`src/pva_pkg.sv`:
```
// Shared types, sizes and codes of the polyphonic voice allocator.
// No dependencies; every other file imports this package.
package pva_pkg;

	localparam int NUM_VOICES = 8;
	localparam int HELD_DEPTH = 16;

	localparam int KEY_W  = 7;
	localparam int VCFG_W = 4;
	localparam int TICK_W = 8;
	localparam int CV_W   = 12;
	localparam int MASK_W = 8;
	localparam int STAT_W = 3;
	localparam int VOUT_W = 3;
	localparam int HOUT_W = 5;
	localparam int CFG_W  = 8;

	localparam int VIDX_W = (NUM_VOICES > 1) ? $clog2(NUM_VOICES) : 1;
	localparam int HIDX_W = (HELD_DEPTH > 1) ? $clog2(HELD_DEPTH) : 1;
	localparam int HCNT_W = $clog2(HELD_DEPTH + 1);

	localparam logic [VCFG_W-1:0] VOICE_COUNT_RST   = VCFG_W'(8);
	localparam logic [TICK_W-1:0] TRIGGER_TICKS_RST = TICK_W'(5);

	localparam logic [KEY_W-1:0] PITCH_BASE = KEY_W'(53);
	localparam logic [15:0]      PITCH_MUL  = 16'd273;
	localparam logic [13:0]      CV_MAX     = 14'd4095;

	localparam logic [1:0] REQ_TICK     = 2'd0;
	localparam logic [1:0] REQ_NOTE_ON  = 2'd1;
	localparam logic [1:0] REQ_NOTE_OFF = 2'd2;

	localparam logic [STAT_W-1:0] ST_DONE     = 3'd0;
	localparam logic [STAT_W-1:0] ST_DUP      = 3'd1;
	localparam logic [STAT_W-1:0] ST_NO_VOICE = 3'd2;
	localparam logic [STAT_W-1:0] ST_FULL     = 3'd3;
	localparam logic [STAT_W-1:0] ST_NOT_HELD = 3'd4;
	localparam logic [STAT_W-1:0] ST_TICK     = 3'd5;

	localparam logic REG_VOICE_COUNT   = 1'b0;
	localparam logic REG_TRIGGER_TICKS = 1'b1;

	typedef enum logic [1:0] {
		VC_HOLD,
		VC_TICK,
		VC_GATE_OFF,
		VC_LOAD
	} vc_op_t;

	typedef enum logic [1:0] {
		HC_HOLD,
		HC_SHIFT,
		HC_WRITE
	} hc_op_t;

	typedef struct packed {
		hc_op_t              op;
		logic [HIDX_W-1:0]   pos;
		logic [KEY_W-1:0]    wkey;
	} hc_cmd_t;

	typedef struct packed {
		logic key_eq;
		logic gated_eq;
		logic gate;
		logic trig;
	} vc_flags_t;

	typedef enum logic [3:0] {
		S_IDLE,
		S_DECODE,
		S_VON_CHECK,
		S_STEAL_WALK,
		S_STEAL_OFF,
		S_LOAD,
		S_OFF_WALK,
		S_OFF_DEL,
		S_REV_WALK,
		S_DONE
	} state_t;

endpackage

```
`src/pva_held_cell.sv`:
```
// One entry of the held-key chain: holds a key, takes its right neighbor on a shift at or below its index.
// Depends on pva_pkg.
module pva_held_cell import pva_pkg::*; (
	input  logic              clk,
	input  logic [HIDX_W-1:0] idx,
	input  hc_cmd_t           cmd,
	input  logic [KEY_W-1:0]  nxt_key,
	output logic [KEY_W-1:0]  key_q
);

	always_ff @(posedge clk) begin
		case (cmd.op)
			HC_SHIFT: begin
				if (idx >= cmd.pos) key_q <= nxt_key;
			end
			HC_WRITE: begin
				if (idx == cmd.pos) key_q <= cmd.wkey;
			end
			default: begin
				key_q <= key_q;
			end
		endcase
	end

endmodule

```
`src/pva_voice_cell.sv`:
```
// One voice: key, gate, trigger and trigger countdown, with key compare flags.
// Depends on pva_pkg.
module pva_voice_cell import pva_pkg::*; (
	input  logic              clk,
	input  logic              arst_n,
	input  vc_op_t            op,
	input  logic              sel,
	input  logic [KEY_W-1:0]  vkey,
	input  logic [TICK_W-1:0] ticks,
	output vc_flags_t         flags
);

	logic [KEY_W-1:0]  key_q;
	logic              gate_q;
	logic              trig_q;
	logic [TICK_W-1:0] left_q;
	logic [TICK_W-1:0] left_dec;

	assign left_dec = (left_q != '0) ? left_q - 1'b1 : left_q;

	always_ff @(posedge clk or negedge arst_n) begin
		if (!arst_n) begin
			key_q  <= '0;
			gate_q <= 1'b0;
			trig_q <= 1'b0;
			left_q <= '0;
		end else begin
			case (op)
				VC_TICK: begin
					if (trig_q) begin
						left_q <= left_dec;
						if (left_dec == '0) trig_q <= 1'b0;
					end
				end
				VC_GATE_OFF: begin
					if (gate_q && key_q == vkey) gate_q <= 1'b0;
				end
				VC_LOAD: begin
					if (sel) begin
						key_q  <= vkey;
						gate_q <= 1'b1;
						trig_q <= 1'b1;
						left_q <= ticks;
					end
				end
				default: begin
					key_q <= key_q;
				end
			endcase
		end
	end

	always_comb begin
		flags.key_eq   = (key_q == vkey);
		flags.gated_eq = gate_q && (key_q == vkey);
		flags.gate     = gate_q;
		flags.trig     = trig_q;
	end

endmodule

```
`src/poly_voice_allocator.sv`:
```
// Polyphonic voice allocator with oldest-note stealing, one event at a time.
// Each held-list walk rotates the key chain once, one entry a cycle; the steal walk checks
// each key against the active voices, the revoice walk against all voices, note-off its key.
// The next event is taken the cycle after the result is registered, even while it waits.
// Reset clears voices, held count and result valid; voice count 8, trigger ticks 5; key cells keep data.
module poly_voice_allocator import pva_pkg::*; (
	input  logic              clk,
	input  logic              arst_n,
	input  logic              cfg_wen,
	input  logic              cfg_addr,
	input  logic [CFG_W-1:0]  cfg_wdata,
	input  logic              in_valid,
	output logic              in_ready,
	input  logic [1:0]        req_type,
	input  logic [KEY_W-1:0]  key,
	output logic              out_valid,
	input  logic              out_ready,
	output logic [STAT_W-1:0] status,
	output logic [MASK_W-1:0] gate_mask,
	output logic [MASK_W-1:0] trigger_mask,
	output logic              cv_valid,
	output logic [VOUT_W-1:0] cv_voice,
	output logic [CV_W-1:0]   cv_value,
	output logic [HOUT_W-1:0] held_total
);

	state_t state_q, state_d;

	logic [VCFG_W-1:0] vc_q;
	logic [TICK_W-1:0] tt_q;
	logic [1:0]        req_q;
	logic [KEY_W-1:0]  key_q;
	logic [HCNT_W-1:0] cnt_q;
	logic [HIDX_W-1:0] step_q;
	logic              found_q;
	logic [KEY_W-1:0]  fkey_q;
	logic [VIDX_W-1:0] target_q;
	logic [HIDX_W-1:0] pos_q;
	logic              revoice_q;
	logic [STAT_W-1:0] status_q;
	logic              cvv_q;
	logic [VIDX_W-1:0] cvi_q;
	logic [CV_W-1:0]   cvl_q;

	logic              res_valid_q;
	logic [STAT_W-1:0] res_status_q;
	logic [MASK_W-1:0] res_gate_q;
	logic [MASK_W-1:0] res_trig_q;
	logic              res_cvv_q;
	logic [VOUT_W-1:0] res_cvi_q;
	logic [CV_W-1:0]   res_cvl_q;
	logic [HOUT_W-1:0] res_held_q;

	vc_op_t            vc_op;
	logic [KEY_W-1:0]  vkey;
	hc_cmd_t           hc_cmd;
	vc_flags_t         vflags [NUM_VOICES];
	logic [KEY_W-1:0]  hkey [HELD_DEPTH];

	logic [NUM_VOICES-1:0] active_v, key_eq_v, gated_eq_v, gate_v, trig_v;
	logic [NUM_VOICES-1:0] steal_v, dup_v, free_v;
	logic [MASK_W-1:0]     gate_m, trig_m;

	logic [KEY_W-1:0]  head;
	logic              step_lt, last_step;
	logic              steal_now, off_hit, rev_now, sounding;
	logic [HCNT_W-1:0] cnt_dec;
	logic              rev_go;
	logic              accept, res_load;
	logic [KEY_W-1:0]  pdiff;
	logic [15:0]       pprod;
	logic [13:0]       pshift;
	logic [CV_W-1:0]   pitch;
	logic [VIDX_W+VOUT_W-1:0] cvi_ext;
	logic [HCNT_W+HOUT_W-1:0] cnt_ext;

	function automatic logic [VIDX_W-1:0] lowest(input logic [NUM_VOICES-1:0] v);
		logic [VIDX_W-1:0] r;
		r = '0;
		for (int i = NUM_VOICES - 1; i >= 0; i--) begin
			if (v[i]) r = VIDX_W'(i);
		end
		return r;
	endfunction

	genvar gi;
	generate
		for (gi = 0; gi < NUM_VOICES; gi++) begin : g_voice
			pva_voice_cell u_voice (
				.clk    (clk),
				.arst_n (arst_n),
				.op     (vc_op),
				.sel    (target_q == VIDX_W'(gi)),
				.vkey   (vkey),
				.ticks  (tt_q),
				.flags  (vflags[gi])
			);
			assign active_v[gi]   = (VCFG_W'(gi) < vc_q);
			assign key_eq_v[gi]   = vflags[gi].key_eq;
			assign gated_eq_v[gi] = vflags[gi].gated_eq;
			assign gate_v[gi]     = vflags[gi].gate;
			assign trig_v[gi]     = vflags[gi].trig;
		end
		for (gi = 0; gi < HELD_DEPTH; gi++) begin : g_held
			pva_held_cell u_held (
				.clk     (clk),
				.idx     (HIDX_W'(gi)),
				.cmd     (hc_cmd),
				.nxt_key (hkey[(gi + 1) % HELD_DEPTH]),
				.key_q   (hkey[gi])
			);
		end
		for (gi = 0; gi < MASK_W; gi++) begin : g_mask
			if (gi < NUM_VOICES) begin : g_on
				assign gate_m[gi] = gate_v[gi];
				assign trig_m[gi] = trig_v[gi];
			end else begin : g_off
				assign gate_m[gi] = 1'b0;
				assign trig_m[gi] = 1'b0;
			end
		end
	endgenerate

	assign steal_v   = key_eq_v & active_v;
	assign dup_v     = gated_eq_v & active_v;
	assign free_v    = ~gate_v & active_v;
	assign sounding  = |gated_eq_v;
	assign head      = hkey[0];
	assign step_lt   = (HCNT_W'(step_q) < cnt_q);
	assign last_step = (step_q == HIDX_W'(HELD_DEPTH - 1));
	assign steal_now = step_lt && !found_q && (|steal_v);
	assign off_hit   = step_lt && !found_q && (head == key_q);
	assign rev_now   = step_lt && !sounding;
	assign cnt_dec   = cnt_q - 1'b1;
	assign rev_go    = ({VCFG_W'(0), cnt_dec} >= {HCNT_W'(0), vc_q}) ||
	                   ({VCFG_W'(0), cnt_dec} >= (HCNT_W + VCFG_W)'(NUM_VOICES));

	assign accept    = in_valid && in_ready;
	assign res_load  = (state_q == S_DONE) && (!res_valid_q || out_ready);
	assign in_ready  = (state_q == S_IDLE);

	assign pdiff  = key_q - PITCH_BASE;
	assign pprod  = 16'(pdiff) * PITCH_MUL;
	assign pshift = pprod[15:2];
	assign pitch  = (key_q <= PITCH_BASE) ? '0 :
	                (pshift > CV_MAX) ? CV_MAX[CV_W-1:0] : pshift[CV_W-1:0];

	assign cvi_ext = {VOUT_W'(0), cvi_q};
	assign cnt_ext = {HOUT_W'(0), cnt_q};

	always_comb begin
		state_d = state_q;
		case (state_q)
			S_IDLE: begin
				if (accept) state_d = S_DECODE;
			end
			S_DECODE: begin
				case (req_q)
					REQ_NOTE_ON:  state_d = S_VON_CHECK;
					REQ_NOTE_OFF: state_d = S_OFF_WALK;
					default:      state_d = S_DONE;
				endcase
			end
			S_VON_CHECK: begin
				if (|dup_v) state_d = S_DONE;
				else if (|free_v) state_d = S_LOAD;
				else state_d = S_STEAL_WALK;
			end
			S_STEAL_WALK: begin
				if (last_step) state_d = (found_q || steal_now) ? S_STEAL_OFF : S_DONE;
			end
			S_STEAL_OFF: state_d = S_LOAD;
			S_LOAD:      state_d = S_DONE;
			S_OFF_WALK: begin
				if (last_step) state_d = (found_q || off_hit) ? S_OFF_DEL : S_DONE;
			end
			S_OFF_DEL: begin
				state_d = rev_go ? S_REV_WALK : S_DONE;
			end
			S_REV_WALK: begin
				if (last_step) state_d = (found_q || rev_now) ? S_VON_CHECK : S_DONE;
			end
			S_DONE: begin
				if (res_load) state_d = S_IDLE;
			end
			default: state_d = S_IDLE;
		endcase
	end

	always_comb begin
		vc_op       = VC_HOLD;
		vkey        = key_q;
		hc_cmd.op   = HC_HOLD;
		hc_cmd.pos  = '0;
		hc_cmd.wkey = key_q;
		case (state_q)
			S_DECODE: begin
				if (req_q == REQ_TICK) vc_op = VC_TICK;
			end
			S_STEAL_WALK, S_REV_WALK: begin
				vkey      = head;
				hc_cmd.op = HC_SHIFT;
			end
			S_STEAL_OFF: begin
				vkey  = fkey_q;
				vc_op = VC_GATE_OFF;
			end
			S_LOAD: begin
				vc_op = VC_LOAD;
				if (!revoice_q && cnt_q < HCNT_W'(HELD_DEPTH)) begin
					hc_cmd.op  = HC_WRITE;
					hc_cmd.pos = cnt_q[HIDX_W-1:0];
				end
			end
			S_OFF_WALK: begin
				hc_cmd.op = HC_SHIFT;
				if (step_q == '0) vc_op = VC_GATE_OFF;
			end
			S_OFF_DEL: begin
				hc_cmd.op  = HC_SHIFT;
				hc_cmd.pos = pos_q;
			end
			default: begin
				vc_op = VC_HOLD;
			end
		endcase
	end

	always_ff @(posedge clk or negedge arst_n) begin
		if (!arst_n) begin
			state_q   <= S_IDLE;
			vc_q      <= VOICE_COUNT_RST;
			tt_q      <= TRIGGER_TICKS_RST;
			cnt_q     <= '0;
			req_q     <= REQ_TICK;
			key_q     <= '0;
			step_q    <= '0;
			found_q   <= 1'b0;
			fkey_q    <= '0;
			target_q  <= '0;
			pos_q     <= '0;
			revoice_q <= 1'b0;
			status_q  <= ST_DONE;
			cvv_q     <= 1'b0;
			cvi_q     <= '0;
			cvl_q     <= '0;
			res_valid_q <= 1'b0;
		end else begin
			state_q <= state_d;
			if (cfg_wen) begin
				case (cfg_addr)
					REG_VOICE_COUNT:   vc_q <= cfg_wdata[VCFG_W-1:0];
					REG_TRIGGER_TICKS: tt_q <= cfg_wdata[TICK_W-1:0];
					default:           vc_q <= vc_q;
				endcase
			end
			case (state_q)
				S_IDLE: begin
					if (accept) begin
						req_q     <= req_type;
						key_q     <= key;
						step_q    <= '0;
						found_q   <= 1'b0;
						revoice_q <= 1'b0;
						status_q  <= ST_DONE;
						cvv_q     <= 1'b0;
						cvi_q     <= '0;
						cvl_q     <= '0;
					end
				end
				S_DECODE: begin
					if (req_q == REQ_TICK) status_q <= ST_TICK;
				end
				S_VON_CHECK: begin
					step_q  <= '0;
					found_q <= 1'b0;
					if (|dup_v) begin
						if (!revoice_q) status_q <= ST_DUP;
					end else if (|free_v) begin
						target_q <= lowest(free_v);
					end
				end
				S_STEAL_WALK: begin
					step_q <= step_q + 1'b1;
					if (steal_now) begin
						found_q  <= 1'b1;
						fkey_q   <= head;
						target_q <= lowest(steal_v);
					end
					if (last_step && !found_q && !steal_now && !revoice_q)
						status_q <= ST_NO_VOICE;
				end
				S_LOAD: begin
					cvv_q <= 1'b1;
					cvi_q <= target_q;
					cvl_q <= pitch;
					if (!revoice_q) begin
						if (cnt_q >= HCNT_W'(HELD_DEPTH)) status_q <= ST_FULL;
						else cnt_q <= cnt_q + 1'b1;
					end
				end
				S_OFF_WALK: begin
					step_q <= step_q + 1'b1;
					if (off_hit) begin
						found_q <= 1'b1;
						pos_q   <= step_q;
					end
					if (last_step && !found_q && !off_hit) status_q <= ST_NOT_HELD;
				end
				S_OFF_DEL: begin
					cnt_q   <= cnt_dec;
					step_q  <= '0;
					found_q <= 1'b0;
				end
				S_REV_WALK: begin
					step_q <= step_q + 1'b1;
					if (rev_now) begin
						found_q <= 1'b1;
						fkey_q  <= head;
					end
					if (last_step) begin
						key_q     <= rev_now ? head : fkey_q;
						revoice_q <= 1'b1;
					end
				end
				default: begin
					step_q <= step_q;
				end
			endcase
			if (res_load) res_valid_q <= 1'b1;
			else if (out_ready) res_valid_q <= 1'b0;
		end
	end

	always_ff @(posedge clk) begin
		if (res_load) begin
			res_status_q <= status_q;
			res_gate_q   <= gate_m;
			res_trig_q   <= trig_m;
			res_cvv_q    <= cvv_q;
			res_cvi_q    <= cvi_ext[VOUT_W-1:0];
			res_cvl_q    <= cvl_q;
			res_held_q   <= cnt_ext[HOUT_W-1:0];
		end
	end

	assign out_valid    = res_valid_q;
	assign status       = res_status_q;
	assign gate_mask    = res_gate_q;
	assign trigger_mask = res_trig_q;
	assign cv_valid     = res_cvv_q;
	assign cv_voice     = res_cvi_q;
	assign cv_value     = res_cvl_q;
	assign held_total   = res_held_q;

endmodule

```
`config.mk`:
```
export PLATFORM = sky130hd
export DESIGN_NAME = poly_voice_allocator
export DESIGN_NICKNAME = d
export VERILOG_FILES = /design/src/pva_pkg.sv /design/src/pva_held_cell.sv /design/src/pva_voice_cell.sv /design/src/poly_voice_allocator.sv
export SDC_FILE = /design/constraint.sdc
export NUM_CORES = 1
export LEC_CHECK = 0
export ABC_CLOCK_PERIOD_IN_PS = 11800
export BUFFER_PORTS_ARGS = -buffer_cell sky130_fd_sc_hd__buf_2
export CAP_MARGIN = 20
export CORE_ASPECT_RATIO = 0.5
export CORE_MARGIN = 4
export CORE_UTILIZATION = 30
export DETAILED_ROUTE_END_ITERATION = 6
export SYNTH_ARGS = -nofsm -noshare
export SYNTH_HDL_FRONTEND = slang
export SYNTH_SLANG_ARGS = --single-unit
```
`constraint.sdc`:
```
create_clock -name clk -period 11.8 [get_ports clk]
set_input_delay 2.95 -clock clk [delete_from_list [all_inputs] [get_ports clk]]
set_output_delay 2.95 -clock clk [all_outputs]
set_load 0.1 [all_outputs]
```
==> key figures <==
Clocking
  – # resized after CTS: 0
  – CTS buffer count: 38
  – Root Driver: clkbuf_16
  – TritonCTS clock tree: done
  – Hold Buf Count CTS: 0
  – Clock slew at reported path FFs: 60 ps
  – Setup bufs post-CTS: 0
  – Largest buffer count on any clock path: 3
  – Clk sink count: 358
  – Clock Latency Late Sink: around 550 ps
  – H-tree Lvls: 2

Timing
  – Min Tclk post-route: 5660 ps
  – RSZ-0062 raised after global routing: false
  – Slew @ Worst Pin: 1160 ps
  – Slew headroom: between 20 and 25%
  – Worst Clk Skew: 25.9 ps
  – Max Clk Rate: between 150 and 200 MHz
  – Fin crit share: 48.0%
  – Final setup violation count: 0
  – Hold Vio Cnt, Final: 0
  – TNS Setup: 0 ps
  – Final Max Slew Viols: 0

Finish
  – Syn-to-layout area delta: 11.8%
  – Nets: 2156
  – Layout cells sized above 1: 10.1%
  – Multi-input logic area: 0.00864 mm2
  – Antenna Cells: 0
  – Finished Layout Cells: 2986
  – Fillers: 6515
  – Storage element area: 0.00972 mm2

Floorplanning
  – Initial cell density of the core: 30.7%
  – Die area: 0.0696 mm2
  – Core area: 0.0638 mm2
  – Number of I/O pins: 65
  – Chip width: 369 um
  – FP Rows: 65
  – Die Height: between 150 and 200 um

Yosys
  – Register area share after synthesis: 49.7%
  – Post-synth EDFFs: 152
  – Area share of the largest cell type after synthesis: 26.0%
  – Most used flip-flop cell after synthesis: dfrtp_1
  – Synth Register Bits: 358
  – Ys async rst share: a little under three fifths
  – Top cell type by total area after synthesis: dfrtp_1
  – Netlist Area Pre-Place: approximately 0.02 mm2
  – Synth unique cells: 86
  – Synth Warn #: 0
  – Synth Net Count: 2148
  – Post-synthesis average cell area: 9.42 um2
  – Mapped Cells: 2078
  – Synth top area cells: dfrtp_1, edfxtp_1, o21ai_0, inv_1, nor2_1

Outcome
  – Status: finished, violations left
  – Failing checks: DRC

Run
  – Number of max-cap violations: 0

Detailed routing
  – Residual DRC count: 1
  – Via density: 5.15
  – Iter 0 DRT Violations: 1349
  – Top Layer Used: met4
  – DRT met1 WL: 23.7 mm
  – Final WL: between 50 and 60 mm
  – Drt wl/cell: around 18 um
  – Metal3 WL: approximately 2.7 mm
  – Number of detailed-route iterations in the first pass: 7
  – Met2 wire length: 25.1 mm
  – DRT antenna net count: 0
  – Vias: around 15000

Critical path
  – CP Class: reg2out
  – Crit-path cells: nor4_1 > buf_2
  – Slowest cell on the critical path: nor4_1
  – CP startpoint kind: flop
  – Worst EP required: slightly below 9000 ps
  – Crit-path max FO: 30
  – Worst path max stage delay: around 850 ps
  – Crit. End Element: output pin
  – Arr. time, crit path: about 2700 ps

Global routing
  – Global-route usage over all layers: 14.9%
  – First-pass GRT wire length: between 80 and 90 mm
  – Initial antenna violation count: 0
  – Vias in the first global route: 14800
  – Gr ovfl total: 0
  – Largest net degree at the start of global routing: 97

Power and ir drop
  – Tot Pwr: ~6200 uW
  – Leak: between 0.008 and 0.009 uW
  – Total power per unit cell area: ~280 mW/mm2
  – Max IR drop VDD: between 0.1 and 0.15 mV

Placed design
  – Port bufs: 64
  – Post-DP HPWL: ~37 mm
  – GP Congestion: 0.926
  – Placed Cells: 2914

Hold path
  – Worst min-delay path class: reg2reg
## power breakdown
part | total [uW] | switching (uW) | internal, uW
combinational | 2850 | 1820 | 1030
sequential | 2110 | 346 | 1770
clock | 1190 | 507 | 681
total | 6150 | 2670 | 3480
## state kept, by name, summed over array words and instances, names as in the netlist, 4 cells and up
register,flops
cnt_q,5
cv_value,12
cvl_q,12
fkey_q,7
g_held.u_held.key_q,112
g_voice.u_voice.gate_q,8
g_voice.u_voice.key_q,56
g_voice.u_voice.left_q,64
g_voice.u_voice.trig_q,8
gate_mask,8
held_total,5
key_q,7
pos_q,4
state_q,4
step_q,4
trigger_mask,8
tt_q,8
vc_q,4
## metal layers
layer,GRT usage (%),vias to the layer above
met3,2.36,102
met2,24.9,449
li1,-,7429
met1,20.1,7409
met4,4.30,0
met5,0,-
## critical path: cells and delay by family, from the launching register on
kind,cells,cell delay (ps)
buf+inv,1,560
flops,1,760
simple gates,1,850
## cells in the mapped netlist (all sizes together) (18+ instances only)
library cell  count
a211oi           27
a21oi           144
a31oi            18
buf              30
clkbuf           88
dfrtp           203
edfxtp          152
ha               46
inv             189
mux2             21
nand2           176
nand2b           26
nand3            31
nor2            185
nor2b            19
nor3             42
nor4             20
o21a             18
o21ai           292
o221ai           27
o22ai            29
xnor2            63
## cell families after synthesis
logic type	synth area share, %
flops	49.7
simple gates	13.6
mux	2.12
buf+inv	6.36
compound gates	21.6
fa+ha+maj	3.04
xor+xnor	3.54
## final timing paths
check / slack (ps) / startpoint / cells past startpoint / end
worst max register to register: 6550 / state_q[1] / 10 / fkey_q[3]
worst min register to register: 440 / cvl_q[10] / 0 / cv_value[10]
min in group asynchronous: 2340 / arst_n / 1 / g_voice[0].u_voice.left_q[1]
worst max-delay path: 6140 / state_q[1] / 2 / in_ready
max in group asynchronous: 8020 / arst_n / 2 / key_q[3]
worst min-delay path: 440 / cvl_q[10] / 0 / cv_value[10]
## layout by cell type (no fill, tap or decap), types with 8 or more instances in the layout
cell type  netlist  final
a211oi_1        27     27
a21o_1          16     16
a21oi_1        138    138
a31oi_1         18     18
a32oi_1         13     13
and2_1          12     12
buf_2           12     64
buf_4            7     20
clkbuf_1        86      8
clkbuf_16        0     39
clkinv_2         0      8
dfrtp_1        203    203
edfxtp_1       152    152
ha_1            46     45
inv_1          189    189
mux2_2          14     14
mux2i_1         17     17
nand2_1        175    175
nand2b_1        26     26
nand3_1         31     31
nand4_1         15     15
nor2_1         185    183
nor2b_1         19     19
nor3_1          41     39
nor4_1          18     17
o211ai_1        15     15
o21a_1          18     18
o21ai_0        283    283
o21ai_1          8      8
o221ai_1        25     25
o22ai_1         23     23
o31ai_1          8      8
xnor2_1         63     63
xor2_1          16     16
## layout make-up
cell class,count,share of cell area [%]
Timing Repair Buffer,86,2.25
Sequential cell,358,44.4
Inverter,190,3.26
Multi-Input combinational cell,1412,39.5
Tap cell,871,4.98
Clock inverter,21,0.915
Clock buffer,48,4.66
## stage by stage
| stage | hold WS (ps) | cell area (um2) | util [%] | setup WS, ps |
|---|---|---|---|---|
| detailed placement | 431 | 20600 | 32.4 | 6690 |
| global placement | 431 | 20600 | 32.4 | 6740 |
| global route | 454 | 21900 | 34.3 | 6040 |
| finish | 445 | 21900 | 34.3 | 6140 |
| floorplan | 421 | 19600 | - | 5060 |
| CTS | 445 | 21900 | 34.3 | 6150 |
No activity file was read; power rests on OpenSTA's default activity.
